### config.mk
export PLATFORM = sky130hd
export DESIGN_NAME = fixed_partition_fit_allocator_flat
export DESIGN_NICKNAME = d
export VERILOG_FILES = /design/src/sv/fpfa_pkg.sv /design/src/sv/fpfa_if.sv /design/src/sv/fpfa_ram.sv /design/src/sv/fpfa_fit_unit.sv /design/src/sv/fixed_partition_fit_allocator.sv /design/src/flat_wrapper.sv
export SDC_FILE = /design/constraint.sdc
export NUM_CORES = 1
export LEC_CHECK = 0
export ABC_AREA = 0
export BUFFER_PORTS_ARGS = -buffer_cell sky130_fd_sc_hd__buf_2
export CAP_MARGIN = 20
export CORE_MARGIN = 4
export CORE_UTILIZATION = 55
export DETAILED_ROUTE_END_ITERATION = 7
export PLACE_DENSITY = 0.78
export SLEW_MARGIN = 20
export SYNTH_ARGS = -nofsm -noshare
export SYNTH_HDL_FRONTEND = slang
export SYNTH_SLANG_ARGS = --single-unit
### constraint.sdc
create_clock -name clk -period 16.66 [get_ports clk]
set_clock_uncertainty 0.2 [all_clocks]
set_input_delay 0.833 -clock clk [delete_from_list [all_inputs] [get_ports clk]]
set_output_delay 0.833 -clock clk [all_outputs]
set_load 0.02 [all_outputs]
### src/sv/fpfa_pkg.sv
// Package for the fixed partition fit allocator.
// Holds command, status, policy, register and state codes and the fit unit structs.
// No dependencies.
package fpfa_pkg;

  localparam int unsigned SIZE_W  = 16;
  localparam int unsigned SLOT_W  = 5;
  localparam int unsigned CMD_W   = 2;
  localparam int unsigned STAT_W  = 2;
  localparam int unsigned CFG_A_W = 2;
  localparam int unsigned CFG_D_W = 6;
  localparam int unsigned SLOT_REACH = 32;

  typedef enum logic [CMD_W-1:0] {
    CMD_LOAD  = 2'd0,
    CMD_ALLOC = 2'd1,
    CMD_CLEAR = 2'd2,
    CMD_NOP   = 2'd3
  } cmd_t;

  typedef enum logic [STAT_W-1:0] {
    ST_DONE  = 2'd0,
    ST_ALLOC = 2'd1,
    ST_NOFIT = 2'd2
  } status_t;

  typedef enum logic [1:0] {
    POL_WORST = 2'd0,
    POL_BEST  = 2'd1,
    POL_FIRST = 2'd2
  } policy_t;

  typedef enum logic [CFG_A_W-1:0] {
    CFG_BLOCKS = 2'd0,
    CFG_POLICY = 2'd1
  } cfg_idx_t;

  typedef enum logic [1:0] {
    S_IDLE   = 2'd0,
    S_SCAN   = 2'd1,
    S_RESULT = 2'd2
  } state_t;

  // Control from the sequencer to the fit unit.
  typedef struct packed {
    logic start;
    logic cand_valid;
    logic cand_taken;
  } fit_ctrl_t;

  // Running choice held by the fit unit.
  typedef struct packed {
    logic              found;
    logic [SIZE_W-1:0] size;
    logic [SIZE_W-1:0] left;
  } fit_res_t;

endpackage

### src/sv/fpfa_if.sv
// Channel interfaces of the fixed partition fit allocator: input, result and configuration.
// Depends on fpfa_pkg for field widths.
interface fpfa_in_if import fpfa_pkg::*; ();
  logic              valid;
  logic              ready;
  logic [CMD_W-1:0]  cmd;
  logic [SLOT_W-1:0] slot;
  logic [SIZE_W-1:0] amount;

  modport source (output valid, cmd, slot, amount, input ready);
  modport sink   (input valid, cmd, slot, amount, output ready);
endinterface

interface fpfa_out_if import fpfa_pkg::*; ();
  logic              valid;
  logic              ready;
  logic [STAT_W-1:0] status;
  logic [SLOT_W-1:0] chosen_slot;
  logic [SIZE_W-1:0] chosen_size;
  logic [SIZE_W-1:0] leftover;

  modport source (output valid, status, chosen_slot, chosen_size, leftover, input ready);
  modport sink   (input valid, status, chosen_slot, chosen_size, leftover, output ready);
endinterface

interface fpfa_cfg_if import fpfa_pkg::*; ();
  logic               valid;
  logic               ready;
  logic [CFG_A_W-1:0] addr;
  logic [CFG_D_W-1:0] data;

  modport source (output valid, addr, data, input ready);
  modport sink   (input valid, addr, data, output ready);
endinterface

### src/sv/fpfa_ram.sv
// Generic single-write, single-read RAM with a registered read port.
// No dependencies.
module fpfa_ram #(
  parameter int unsigned WIDTH = 16,
  parameter int unsigned DEPTH = 32,
  localparam int unsigned ADDR_W = (DEPTH > 1) ? $clog2(DEPTH) : 1
) (
  input  logic                 clk,
  input  logic                 we,
  input  logic [ADDR_W-1:0]    waddr,
  input  logic [WIDTH-1:0]     wdata,
  input  logic                 re,
  input  logic [ADDR_W-1:0]    raddr,
  output logic [WIDTH-1:0]     rdata
);
  logic [WIDTH-1:0] mem [DEPTH];

  always_ff @(posedge clk) begin
    if (we) begin
      mem[waddr] <= wdata;
    end
    if (re) begin
      rdata <= mem[raddr];
    end
  end
endmodule

### src/sv/fpfa_fit_unit.sv
// Shared compare unit: judges one candidate partition per cycle and keeps the running choice.
// Depends on fpfa_pkg.
module fpfa_fit_unit import fpfa_pkg::*; #(
  parameter int unsigned IDX_W = 5
) (
  input  logic              clk,
  input  logic              rst_n,
  input  fit_ctrl_t         ctrl,
  input  logic [IDX_W-1:0]  cand_idx,
  input  logic [SIZE_W-1:0] cand_size,
  input  logic [SIZE_W-1:0] request,
  input  policy_t           policy,
  output fit_res_t          res,
  output logic [IDX_W-1:0]  pick
);
  logic              found_r, found_nxt;
  logic [IDX_W-1:0]  pick_r, pick_nxt;
  logic [SIZE_W-1:0] left_r, left_nxt;
  logic [SIZE_W-1:0] size_r, size_nxt;
  logic              fits;
  logic              better;
  logic [SIZE_W-1:0] left;

  assign left = cand_size - request;
  assign fits = ctrl.cand_valid && !ctrl.cand_taken && (cand_size >= request);

  // Ties keep the earlier, lower index; first fit never replaces a choice.
  always_comb begin
    better = 1'b0;
    if (!found_r) begin
      better = 1'b1;
    end else if (policy == POL_WORST) begin
      better = left > left_r;
    end else if (policy == POL_BEST) begin
      better = left < left_r;
    end
  end

  always_comb begin
    found_nxt = found_r;
    pick_nxt  = pick_r;
    left_nxt  = left_r;
    size_nxt  = size_r;
    if (ctrl.start) begin
      found_nxt = 1'b0;
    end else if (fits && better) begin
      found_nxt = 1'b1;
      pick_nxt  = cand_idx;
      left_nxt  = left;
      size_nxt  = cand_size;
    end
  end

  always_ff @(posedge clk) begin
    if (!rst_n) begin
      found_r <= 1'b0;
    end else begin
      found_r <= found_nxt;
    end
    pick_r <= pick_nxt;
    left_r <= left_nxt;
    size_r <= size_nxt;
  end

  assign res.found = found_r;
  assign res.size  = size_r;
  assign res.left  = left_r;
  assign pick      = pick_r;
endmodule

### src/sv/fixed_partition_fit_allocator.sv
// Top level of the fixed partition fit allocator: sequencer, taken marks, output register.
// Depends on fpfa_pkg, fpfa_if, fpfa_ram and fpfa_fit_unit.
//
// Usage. Items arrive on in_chan (cmd, slot, amount) and each item yields exactly one
// result transfer on out_chan (status, chosen_slot, chosen_size, leftover). A load item
// writes a partition size and frees that partition; a clear item frees every partition;
// an allocate item scans the partitions in use and takes one by the configured policy
// (worst fit, best fit or first fit, lowest index on a tie).
// The cfg_chan port writes blocks_in_use (index 0) and fit_policy (index 1); it is always
// ready and must only be used while no item is outstanding.
// Sequence: a load, clear or unused command moves the sequencer from idle to the result
// state, and the result then enters the output register. An allocate first scans N
// partitions, where N is blocks_in_use limited to the table depth and to 32: the single
// compare unit examines one partition a cycle, fed by the size RAM's registered read
// port. The allocate then passes through the result state into the output register.
// Throughput: one item at a time; in_chan is ready only while the sequencer is idle.
// A finished result waits in the output register, and the next item may be taken while
// it waits. If the receiver stalls, a second result is held in the sequencer until the
// output register is free, and in_chan stays low meanwhile.
// Reset (rst_n, synchronous, active low) clears all taken marks, both registers and the
// handshake state. Partition sizes are not cleared and must be loaded before use.
module fixed_partition_fit_allocator import fpfa_pkg::*; #(
  parameter int unsigned MAX_PARTITIONS = 32
) (
  input  logic       clk,
  input  logic       rst_n,
  fpfa_in_if.sink    in_chan,
  fpfa_out_if.source out_chan,
  fpfa_cfg_if.sink   cfg_chan
);
  localparam int unsigned IDX_W    = (MAX_PARTITIONS > 1) ? $clog2(MAX_PARTITIONS) : 1;
  localparam int unsigned SCAN_LIM =
      (MAX_PARTITIONS < SLOT_REACH) ? MAX_PARTITIONS : SLOT_REACH;
  localparam int unsigned CNT_W    = $clog2(SCAN_LIM + 1);

  // Configuration registers.
  logic [CFG_D_W-1:0] blocks_r;
  logic [1:0]         policy_r;

  // Sequencer state and the item being worked on.
  state_t             state_r, state_nxt;
  cmd_t               cmd_r;
  logic [SIZE_W-1:0]  amount_r;
  logic [CNT_W-1:0]   cnt_r, cnt_nxt;
  logic               rd_valid_r;
  logic [IDX_W-1:0]   rd_idx_r;
  logic [MAX_PARTITIONS-1:0] taken_r, taken_nxt;

  // Output register.
  logic               out_valid_r;
  status_t            out_status_r;
  logic [SLOT_W-1:0]  out_slot_r;
  logic [SIZE_W-1:0]  out_size_r;
  logic [SIZE_W-1:0]  out_left_r;

  logic               in_xfer;
  logic               slot_ok;
  logic [CNT_W-1:0]   scan_n;
  logic               issue;
  logic               scan_done;
  logic               out_free;
  logic               load_out;
  logic               ram_we;
  logic [SIZE_W-1:0]  ram_rdata;
  fit_ctrl_t          fit_ctrl;
  fit_res_t           fit_res;
  logic [IDX_W-1:0]   fit_pick;
  status_t            res_status;

  assign in_xfer  = in_chan.valid && in_chan.ready;
  assign slot_ok  = (7'(in_chan.slot) < 7'(MAX_PARTITIONS));
  assign scan_n   = (blocks_r > CFG_D_W'(SCAN_LIM)) ? CNT_W'(SCAN_LIM) : CNT_W'(blocks_r);
  assign out_free = !out_valid_r || out_chan.ready;

  // Partition sizes live in a RAM; the scan reads one entry a cycle.
  fpfa_ram #(
    .WIDTH (SIZE_W),
    .DEPTH (MAX_PARTITIONS)
  ) u_size_ram (
    .clk   (clk),
    .we    (ram_we),
    .waddr (IDX_W'(in_chan.slot)),
    .wdata (in_chan.amount),
    .re    (issue),
    .raddr (IDX_W'(cnt_r)),
    .rdata (ram_rdata)
  );

  fpfa_fit_unit #(
    .IDX_W (IDX_W)
  ) u_fit (
    .clk       (clk),
    .rst_n     (rst_n),
    .ctrl      (fit_ctrl),
    .cand_idx  (rd_idx_r),
    .cand_size (ram_rdata),
    .request   (amount_r),
    .policy    (policy_t'(policy_r)),
    .res       (fit_res),
    .pick      (fit_pick)
  );

  // Next state of the sequencer.
  always_comb begin
    state_nxt = state_r;
    case (state_r)
      S_IDLE: begin
        if (in_xfer) begin
          state_nxt = (cmd_t'(in_chan.cmd) == CMD_ALLOC) ? S_SCAN : S_RESULT;
        end
      end
      S_SCAN: begin
        if (scan_done) begin
          state_nxt = S_RESULT;
        end
      end
      S_RESULT: begin
        if (out_free) begin
          state_nxt = S_IDLE;
        end
      end
      default: state_nxt = S_IDLE;
    endcase
  end

  // Sequencer outputs.
  always_comb begin
    in_chan.ready       = 1'b0;
    ram_we              = 1'b0;
    issue               = 1'b0;
    scan_done           = 1'b0;
    load_out            = 1'b0;
    fit_ctrl.start      = 1'b0;
    fit_ctrl.cand_valid = rd_valid_r;
    fit_ctrl.cand_taken = taken_r[rd_idx_r];
    cnt_nxt             = cnt_r;
    taken_nxt           = taken_r;
    case (state_r)
      S_IDLE: begin
        in_chan.ready = 1'b1;
        if (in_xfer) begin
          case (cmd_t'(in_chan.cmd))
            CMD_LOAD: begin
              if (slot_ok) begin
                ram_we = 1'b1;
                taken_nxt[IDX_W'(in_chan.slot)] = 1'b0;
              end
            end
            CMD_CLEAR: taken_nxt = '0;
            CMD_ALLOC: begin
              fit_ctrl.start = 1'b1;
              cnt_nxt        = '0;
            end
            default: ;
          endcase
        end
      end
      S_SCAN: begin
        issue     = (cnt_r < scan_n);
        scan_done = !issue && !rd_valid_r;
        if (issue) begin
          cnt_nxt = cnt_r + CNT_W'(1);
        end
        if (scan_done && fit_res.found) begin
          taken_nxt[fit_pick] = 1'b1;
        end
      end
      S_RESULT: load_out = out_free;
      default: ;
    endcase
  end

  always_comb begin
    if (cmd_r != CMD_ALLOC) begin
      res_status = ST_DONE;
    end else if (fit_res.found) begin
      res_status = ST_ALLOC;
    end else begin
      res_status = ST_NOFIT;
    end
  end

  always_ff @(posedge clk) begin
    if (!rst_n) begin
      state_r     <= S_IDLE;
      blocks_r    <= '0;
      policy_r    <= '0;
      taken_r     <= '0;
      rd_valid_r  <= 1'b0;
      cnt_r       <= '0;
      out_valid_r <= 1'b0;
    end else begin
      state_r    <= state_nxt;
      taken_r    <= taken_nxt;
      rd_valid_r <= issue;
      cnt_r      <= cnt_nxt;
      if (cfg_chan.valid && cfg_chan.ready) begin
        case (cfg_idx_t'(cfg_chan.addr))
          CFG_BLOCKS: blocks_r <= cfg_chan.data;
          CFG_POLICY: policy_r <= cfg_chan.data[1:0];
          default: ;
        endcase
      end
      if (load_out) begin
        out_valid_r <= 1'b1;
      end else if (out_chan.ready) begin
        out_valid_r <= 1'b0;
      end
    end
  end

  // Payload registers carry no reset.
  always_ff @(posedge clk) begin
    if (in_xfer) begin
      cmd_r    <= cmd_t'(in_chan.cmd);
      amount_r <= in_chan.amount;
    end
    rd_idx_r <= IDX_W'(cnt_r);
    if (load_out) begin
      out_status_r <= res_status;
      out_slot_r   <= (res_status == ST_ALLOC) ? SLOT_W'(fit_pick) : '0;
      out_size_r   <= (res_status == ST_ALLOC) ? fit_res.size : '0;
      out_left_r   <= (res_status == ST_ALLOC) ? fit_res.left : '0;
    end
  end

  assign cfg_chan.ready       = 1'b1;
  assign out_chan.valid       = out_valid_r;
  assign out_chan.status      = out_status_r;
  assign out_chan.chosen_slot = out_slot_r;
  assign out_chan.chosen_size = out_size_r;
  assign out_chan.leftover    = out_left_r;

`ifndef SYNTHESIS
  // The chosen partition is marked taken before its result is presented.
  a_pick_marked: assert property (@(posedge clk) disable iff (!rst_n)
      (state_r == S_RESULT && cmd_r == CMD_ALLOC && fit_res.found) |-> taken_r[fit_pick])
    else $error("allocated partition not marked taken");

  // An allocation never reports a leftover larger than the partition.
  a_left_bound: assert property (@(posedge clk) disable iff (!rst_n)
      (out_valid_r && out_status_r == ST_ALLOC) |-> (out_left_r <= out_size_r))
    else $error("leftover exceeds partition size");

  // Results other than an allocation carry zero fields.
  a_zero_fields: assert property (@(posedge clk) disable iff (!rst_n)
      (out_valid_r && out_status_r != ST_ALLOC) |->
      (out_slot_r == '0 && out_size_r == '0 && out_left_r == '0))
    else $error("non-allocation result has nonzero fields");

  // The scan never reads past the partitions in use.
  a_scan_bound: assert property (@(posedge clk) disable iff (!rst_n)
      (state_r == S_SCAN) |-> (cnt_r <= scan_n))
    else $error("scan counter beyond partitions in use");

  // A pending result is never overwritten while the receiver stalls.
  a_no_overrun: assert property (@(posedge clk) disable iff (!rst_n)
      (out_valid_r && !out_chan.ready) |-> !load_out)
    else $error("output register overwritten while stalled");
`endif
endmodule
### src/flat_wrapper.sv
// flat-port wrapper written by rule: the top's interface ports become plain ports
module fixed_partition_fit_allocator_flat import fpfa_pkg::*;
#(
  parameter int unsigned MAX_PARTITIONS = 32
)
  (clk, rst_n, in_chan_valid, in_chan_cmd, in_chan_slot, in_chan_amount, in_chan_ready, out_chan_valid, out_chan_status, out_chan_chosen_slot, out_chan_chosen_size, out_chan_leftover, out_chan_ready, cfg_chan_valid, cfg_chan_addr, cfg_chan_data, cfg_chan_ready);
  fpfa_in_if in_chan_i ();
  fpfa_out_if out_chan_i ();
  fpfa_cfg_if cfg_chan_i ();
  input  logic clk;
  input  logic rst_n;
  input wire logic [$bits(in_chan_i.valid)-1:0] in_chan_valid;
  input wire logic [$bits(in_chan_i.cmd)-1:0] in_chan_cmd;
  input wire logic [$bits(in_chan_i.slot)-1:0] in_chan_slot;
  input wire logic [$bits(in_chan_i.amount)-1:0] in_chan_amount;
  output wire logic [$bits(in_chan_i.ready)-1:0] in_chan_ready;
  output wire logic [$bits(out_chan_i.valid)-1:0] out_chan_valid;
  output wire logic [$bits(out_chan_i.status)-1:0] out_chan_status;
  output wire logic [$bits(out_chan_i.chosen_slot)-1:0] out_chan_chosen_slot;
  output wire logic [$bits(out_chan_i.chosen_size)-1:0] out_chan_chosen_size;
  output wire logic [$bits(out_chan_i.leftover)-1:0] out_chan_leftover;
  input wire logic [$bits(out_chan_i.ready)-1:0] out_chan_ready;
  input wire logic [$bits(cfg_chan_i.valid)-1:0] cfg_chan_valid;
  input wire logic [$bits(cfg_chan_i.addr)-1:0] cfg_chan_addr;
  input wire logic [$bits(cfg_chan_i.data)-1:0] cfg_chan_data;
  output wire logic [$bits(cfg_chan_i.ready)-1:0] cfg_chan_ready;
  assign in_chan_i.valid = in_chan_valid;
  assign in_chan_i.cmd = in_chan_cmd;
  assign in_chan_i.slot = in_chan_slot;
  assign in_chan_i.amount = in_chan_amount;
  assign in_chan_ready = in_chan_i.ready;
  assign out_chan_valid = out_chan_i.valid;
  assign out_chan_status = out_chan_i.status;
  assign out_chan_chosen_slot = out_chan_i.chosen_slot;
  assign out_chan_chosen_size = out_chan_i.chosen_size;
  assign out_chan_leftover = out_chan_i.leftover;
  assign out_chan_i.ready = out_chan_ready;
  assign cfg_chan_i.valid = cfg_chan_valid;
  assign cfg_chan_i.addr = cfg_chan_addr;
  assign cfg_chan_i.data = cfg_chan_data;
  assign cfg_chan_ready = cfg_chan_i.ready;
  fixed_partition_fit_allocator #(.MAX_PARTITIONS(MAX_PARTITIONS)) u_core (.clk(clk), .rst_n(rst_n), .in_chan(in_chan_i), .out_chan(out_chan_i), .cfg_chan(cfg_chan_i));
endmodule
Word-level counts from Yosys, hierarchy flattened

Memories as Yosys holds them, arrays and structs flattened. A register that Yosys moved wholly into a read port is not among the register bits.
Cells that the tools add are included.
W data, S select, Z words.

Output and inout bits: 42
Bits in registers: 150
Bits in writable memories: 512
Memories kept: 1

Memory list:

| memory                | words | bits a word | read ports | clocked after Yosys merged registers in | write ports | RTL line       | RTL |
|---|---|---|---|---|---|---|---|
| u_core.u_size_ram.mem | 32    | 16          | 1          | 1                                       | 1           | fpfa_ram.sv:16 | `logic [WIDTH-1:0] mem [DEPTH];` |

Equality and inequality tests: 15
Bitwise gates (word level): 5
Multiplexer cells: 39
Reductions and logical operators: 26
Add/sub/neg operators: 2
$lt $le $gt $ge: 10

Operators by type and width:

| kind                  | number |
|---|---|
| $pmux W32 S2          | 2 |
| $mux W32              | 2 |
| $and A32 B32 Y32      | 1 |
| $not A32 Y32          | 1 |
| $or A32 B32 Y32       | 1 |
| $mux W6               | 4 |
| $mux W1               | 20 |
| $lt A5 B6 Y1 const B  | 3 |
| $ge A16 B16 Y1        | 1 |
| $gt A16 B16 Y1        | 1 |
| $lt A16 B16 Y1        | 1 |
| $sub A16 B16 Y16      | 1 |
| $ne A2 B1 Y1 const B  | 7 |
| $mux W2               | 6 |
| $pmux W6 S2           | 1 |
| $demux W1 S5          | 2 |
| $eq A2 B1 Y1 const B  | 5 |
| $ge A5 B1 Y1 const B  | 2 |
| $logic_and A1 B1 Y1   | 8 |
| $logic_not A2 Y1      | 4 |
| $reduce_and A4 Y1     | 2 |
| $add A6 B1 Y6 const B | 1 |
| $gt A6 B6 Y1 const B  | 1 |
| $lt A6 B6 Y1          | 1 |
| other kinds (11)      | 19 |

Logic depth before layout (Yosys ltp)

Depth in word-level cells: 9
Depth in mapped cells: 17

Modules after synthesis

A second synthesis with hierarchy kept.

Cells, all modules: 1844
Area total of the unflattened synthesis: 28412.2 um^2

Modules (own cells, without submodules):

| module                        | cells an instance | sequential area each (um^2) | area an instance (um^2) | times used |
|---|---|---|---|---|
| fpfa_ram                      | 1143              | 15855.2                     | 20696.1                 | 1 |
| fixed_partition_fit_allocator | 458               | 2812.7                      | 5127.4                  | 1 |
| fpfa_fit_unit                 | 243               | 1131.1                      | 2588.7                  | 1 |

Least setup slack after synthesis

Ideal clock, no wire load.

Path type: reg2reg
Start point: register u_core.u_size_ram.rdata[0] (read register of u_core.u_size_ram.mem)
End point: register u_core.u_fit.left_r[0], enable pin
Data required time: 15972 ps
Setup slack: 10061 ps
Setup time: 488 ps
Clock period less this slack: 6599 ps
Arrival time: 5911 ps
Cell stages (with the launch flop): 18
Cells stage by stage: edfxtp_1 inv_1 ha_1 inv_1 fa_1 nand3_1 nand2_1 a221o_1 a211oi_1 o21bai_1 xor2_1 ha_1 nand4_1 nor3_1 o211ai_1 o211ai_1 mux2i_1 a211oi_1

Cells in the longest elaborated chain, start to end: 7
Elaborated cells between the ends (all ways): 10
Those cells by class: add/sub (1); order compare (3); mux (3); reduce/logical (3)

RTL lines:

| element                       | RTL line            | RTL |
|---|---|---|
| start, declared               | fpfa_ram.sv:14      | `output logic [WIDTH-1:0] rdata` |
| $sub A16 B16 Y16 *            | fpfa_fit_unit.sv:24 | `assign left = cand_size - request;` |
| via u_core.u_fit.left[14]     | fpfa_fit_unit.sv:22 | `logic [SIZE_W-1:0] left;` |
| $lt A16 B16 Y1                | fpfa_fit_unit.sv:35 | `better = left < left_r;` |
| $mux W1                       | fpfa_fit_unit.sv:34 | `end else if (policy == POL_BEST) begin` |
| $mux W1 *                     | fpfa_fit_unit.sv:32 | `end else if (policy == POL_WORST) begin` |
| $mux W1 *                     | fpfa_fit_unit.sv:30 | `if (!found_r) begin` |
| $logic_and A1 B1 Y1 *         | fpfa_fit_unit.sv:46 | `end else if (fits && better) begin` |
| $reduce_and A2 Y1 (no line) * | -                   |  |
| end signal, assigned          | fpfa_fit_unit.sv:61 | `left_r <= left_nxt;` |
| end, declared                 | fpfa_fit_unit.sv:18 | `logic [SIZE_W-1:0] left_r, left_nxt;` |

The timed path passes the listed nets; every way through them passes the cells marked *.
A chain may end at the register's enable or synchronous reset.

Worst setup path in the final report

Start point: register u_core.u_size_ram.rdata[0] (read register of u_core.u_size_ram.mem)
End point: register u_core.u_fit.size_r[2], enable pin

Cells in the longest elaborated chain, start to end: 7
Elaborated cells between the ends (all ways): 10
Those cells by class: add/sub (1); order compare (3); mux (3); reduce/logical (3)

RTL lines:

| element                       | RTL line            | RTL |
|---|---|---|
| $sub A16 B16 Y16 *            | fpfa_fit_unit.sv:24 |  |
| via u_core.u_fit.left[14]     | fpfa_fit_unit.sv:22 |  |
| $lt A16 B16 Y1                | fpfa_fit_unit.sv:35 |  |
| $mux W1                       | fpfa_fit_unit.sv:34 |  |
| $mux W1 *                     | fpfa_fit_unit.sv:32 |  |
| $mux W1 *                     | fpfa_fit_unit.sv:30 |  |
| $logic_and A1 B1 Y1 *         | fpfa_fit_unit.sv:46 |  |
| $reduce_and A2 Y1 (no line) * | -                   |  |
| end signal, assigned          | fpfa_fit_unit.sv:62 | `size_r <= size_nxt;` |
| end, declared                 | fpfa_fit_unit.sv:19 | `logic [SIZE_W-1:0] size_r, size_nxt;` |

Marked as above.

==> qor.csv <==
metric;value;unit
outcome;finished, final reports clean;
Worst EP required;16.68;ns
Detail Route Antenna Nets;0;
Initial Utilization;55.62;%
CTS tree;built;
syn nets;1479;
DIE AREA;53120;um2
RR Startpoint;u_core.u_size_ram.rdata[0]$_DFFE_PP_;
Die H;230.5;um
instance count on the critical path;18;
initial antenna violation count;3;
CTS clk-pin slew, worst paths;0.06;ns
I/O pins;78;
Pwr per Cell Area;112.9;nW/um2
Crit. Startpoint;u_core.u_size_ram.rdata[0]$_DFFE_PP_;
top cells by area, synth;edfxtp_1 69%, mux4_2 14%, dfxtp_1 4.1%;
sequential fraction of the synthesis area;72.72;%
area leader, netlist;edfxtp_1;
most common cell in the netlist;edfxtp_1;
Clock Path Buffers;3;
#FFs+latches synth;678;
count of pins over their slew limit;0;
Setup violations, final;0;
pre-CTS WS;11.84;ns
All-Layer GR Usage;22.84;%
period utilization;28.85;%
WL per Instance;26.73;um
CP cell instances;inv_1 -> ha_1 -> inv_1 -> fa_1 -> nand3_1 -> nand2_1 -> a221o_1 -> a211oi_1 -> o21bai_1 -> xor2_1 -> ha_1 -> nand4_1 -> nor3_1 -> o211ai_1 -> o211ai_1 -> mux2i_1 -> a211oi_4 -> buf_4;
Residual DRC;0;
vias in the first global route;14260;
EDFF count, synth;622;
fraction of registers with async set/reset;0;%
fin cells;2230;
row cnt;81;
Commonest cells post-synth;622 x edfxtp_1, 169 x mux4_2, 57 x nor2_1;
via count;13970;
CTS Sinks;678;
startpoint types;flop;
largest net degree at the start of global routing;71;
post-CTS sizing;0;
share of layout cells above drive strength 1;26.58;%
Relative slew margins;28.28;%
Synth top area share;68.61;%
type of the worst min-delay path;flop to flop;
cell family with most CP delay;compound AO/OA/AOI/OAI gates;
DR pass1 iterations;5;
Worst Path Arrival;4.82;ns
slack of the critical path;11.85;ns
Fin Setup TNS;0;ns
area occupied by multi-input gates;6975;um2
hold_buf cts;0;
Via density;6.266;
CP max-delay cell;buf_4;
die width;230.5;um
first-pass GRT wire length;90530;um
Max-cap violations;0;
grt ovf;0;
Synth cell types;57;
Top FF cell, synth;edfxtp_1;
critical path class;flop to flop;
Leak Pwr;9.759;nW
Mapped Area;27220;um2
crit path max fanout;37;
Nets;1591;
Synth warnings;0;
average size of a mapped cell;19.39;um2
highest clock rate;208.0;MHz
count of input and output buffers;76;
htree depth;3;
minimum clock period;4.807;ns
RSZ-0062 raised after global routing;no;
max incr delay on CP;0.46;ns
Area growth, synth to finish;12.25;%
Detailed Route WL;59620;um
Max IR drop VDD;0.1087;mV
Worst R2R Setup Slack;11.85;ns
Critical Path End;u_core.u_fit.size_r[2]$_DFFE_PP_;
hpwl dp;34310;um
Worst R2R Path Depth;18;
Final GP Congestion;0.8158;
initial drt markers;1656;
clk root buf;clkbuf_16;
reg2reg end;u_core.u_fit.size_r[2]$_DFFE_PP_;
CTS buffer count;67;
Worst-Skew Late Latency;0.59;ns
buffer and inverter count on the worst path;3;
Filler Cells Inserted;3276;
register area;19810;um2
Hold Vio Cnt, Final;0;
Mapped Cells;1404;
Crit. End Element;flop;
Setup Fix Bufs, Post-CTS;0;
placed cells;2110;
Core Region;48950;um2
Worst Tran Pin Value;1.076;ns
-- report_power, final --
part | switching, mW | internal [mW]
Sequential | 0.00548 | 1.87
Clock | 0.604 | 0.848
Combinational | 0.0841 | 0.0380
Total | 0.694 | 2.76
-- metal layers --
layer / track usage, % / up-vias / part of all wire (%)
li1: - / 5975 / -
met1: 30.82 / 7228 / 39
met2: 38.85 / 653 / 51
met3: 4.294 / 113 / 7.2
met4: 6.125 / 4 / 2.3
met5: 0 / - / 0.042
-- state kept, by name, summed over array words and instances, names as in the netlist, 5 cells and up --
signal                       count
u_core.taken_r                  32
u_core.u_size_ram.mem          512
u_core.cnt_r                     6
u_core.out_chan.leftover        16
u_core.rd_idx_r                  5
u_core.out_chan.chosen_slot      5
u_core.u_size_ram.rdata         16
u_core.out_chan.chosen_size     16
u_core.u_fit.pick                5
u_core.amount_r                 16
u_core.u_fit.left_r             16
u_core.blocks_r                  6
u_core.u_fit.size_r             16
-- worst reg2reg max path, cell delays in order (launching register included) --
cell	delay, ns
edfxtp_1	0.38
inv_1	0.07
ha_1	0.17
inv_1	0.06
fa_1	0.40
nand3_1	0.10
nand2_1	0.10
a221o_1	0.38
a211oi_1	0.27
o21bai_1	0.12
xor2_1	0.16
ha_1	0.31
nand4_1	0.10
nor3_1	0.32
o211ai_1	0.15
o211ai_1	0.25
mux2i_1	0.17
a211oi_4	0.25
buf_4	0.46
-- cells in the final DEF (no fill, tap or decap), types with 4 or more instances in the layout --
cell       synthesis  final
clkinv_1           2     18
mux4_2           169    169
inv_1             42     42
a21oi_1           21     21
nor3b_1            6      5
nand2b_1           8      7
nor2_2             0      9
mux2i_1           13     13
o311ai_0           8      8
o21ai_0           11     11
nor2_1            57     45
nand3b_1           7      7
a21o_1             6      6
xor2_1             5      5
nand3_1           10     10
clkbuf_16          0     67
xnor2_1            9      9
buf_2              7     76
nand2_1           26     26
and3_1             7      7
clkbuf_1          49     16
o211ai_1          27     27
clkinv_2           0      7
and2_1            38     38
a31oi_1           33     33
nor2b_1            5      4
nor3_1             5      5
ha_1              38     38
edfxtp_1         622    622
mux2_2            17     17
dfxtp_1           56     53
buf_4              2     41
bufinv_16          0      7
a211oi_1          42     41
-- worst min-delay path by stage --
stage | from | endpoint | slack [ns] | depth (start not counted)
3_5_place_dp | u_core.u_size_ram.rdata[0]$_DFFE_PP_ | u_core.u_fit.size_r[0]$_DFFE_PP_ | 0.24 | 0
4_1_cts | u_core.u_size_ram.rdata[9]$_DFFE_PP_ | u_core.u_fit.size_r[9]$_DFFE_PP_ | 0.26 | 0
5_1_grt | u_core.u_size_ram.rdata[9]$_DFFE_PP_ | u_core.u_fit.size_r[9]$_DFFE_PP_ | 0.27 | 0
2_1_floorplan | u_core.cnt_r[0]$_SDFFE_PN0P_ | u_core.rd_idx_r[0]$_DFF_P_ | 0.15 | 0
6_report | u_core.u_size_ram.rdata[9]$_DFFE_PP_ | u_core.u_fit.size_r[9]$_DFFE_PP_ | 0.26 | 0
3_3_place_gp | u_core.rd_idx_r[3]$_DFF_P_ | u_core.u_fit.pick[3]$_DFFE_PP_ | 0.23 | 0
-- final cells by class --
type                            instances  share of cell area, %
Sequential cell                       678                  64.81
Multi-Input combinational cell        607                  22.82
Clock buffer                           83                  5.683
Tap cell                              664                  2.719
Timing Repair Buffer                  118                  2.289
Clock inverter                         35                  1.122
Inverter                               44                 0.5404
Antenna cell                            1               0.008188
-- logic make-up (layout without fill, tap and decap cells) --
group                    count (synthesis)  after routing  share of synthesized area, %
XOR/XNOR                                14             14                        0.4504
buffers and inverters                  119            280                         1.921
adder cells (fa/ha/maj)                 39             39                         1.820
other                                    1              2                       0.01377
flip-flops                             678            678                         72.72
AO/OA/AOI/OAI                          166            166                         4.247
AND/OR/NAND/NOR                        188            188                         3.663
multiplexers                           199            199                         15.16
-- through the flow --
stage          area (um2)  power [mW]  util (%)  hold WS, ns
3_3_place_gp        28450       2.028     58.12       0.2346
6_report            30560       3.451     62.43       0.2575
4_1_cts             30540       3.472     62.39       0.2606
3_5_place_dp        28460       2.034     58.14       0.2414
5_1_grt             30560       3.565     62.43       0.2667
2_1_floorplan       27220       1.985         -       0.1519
No activity file was read; power rests on OpenSTA's default activity.
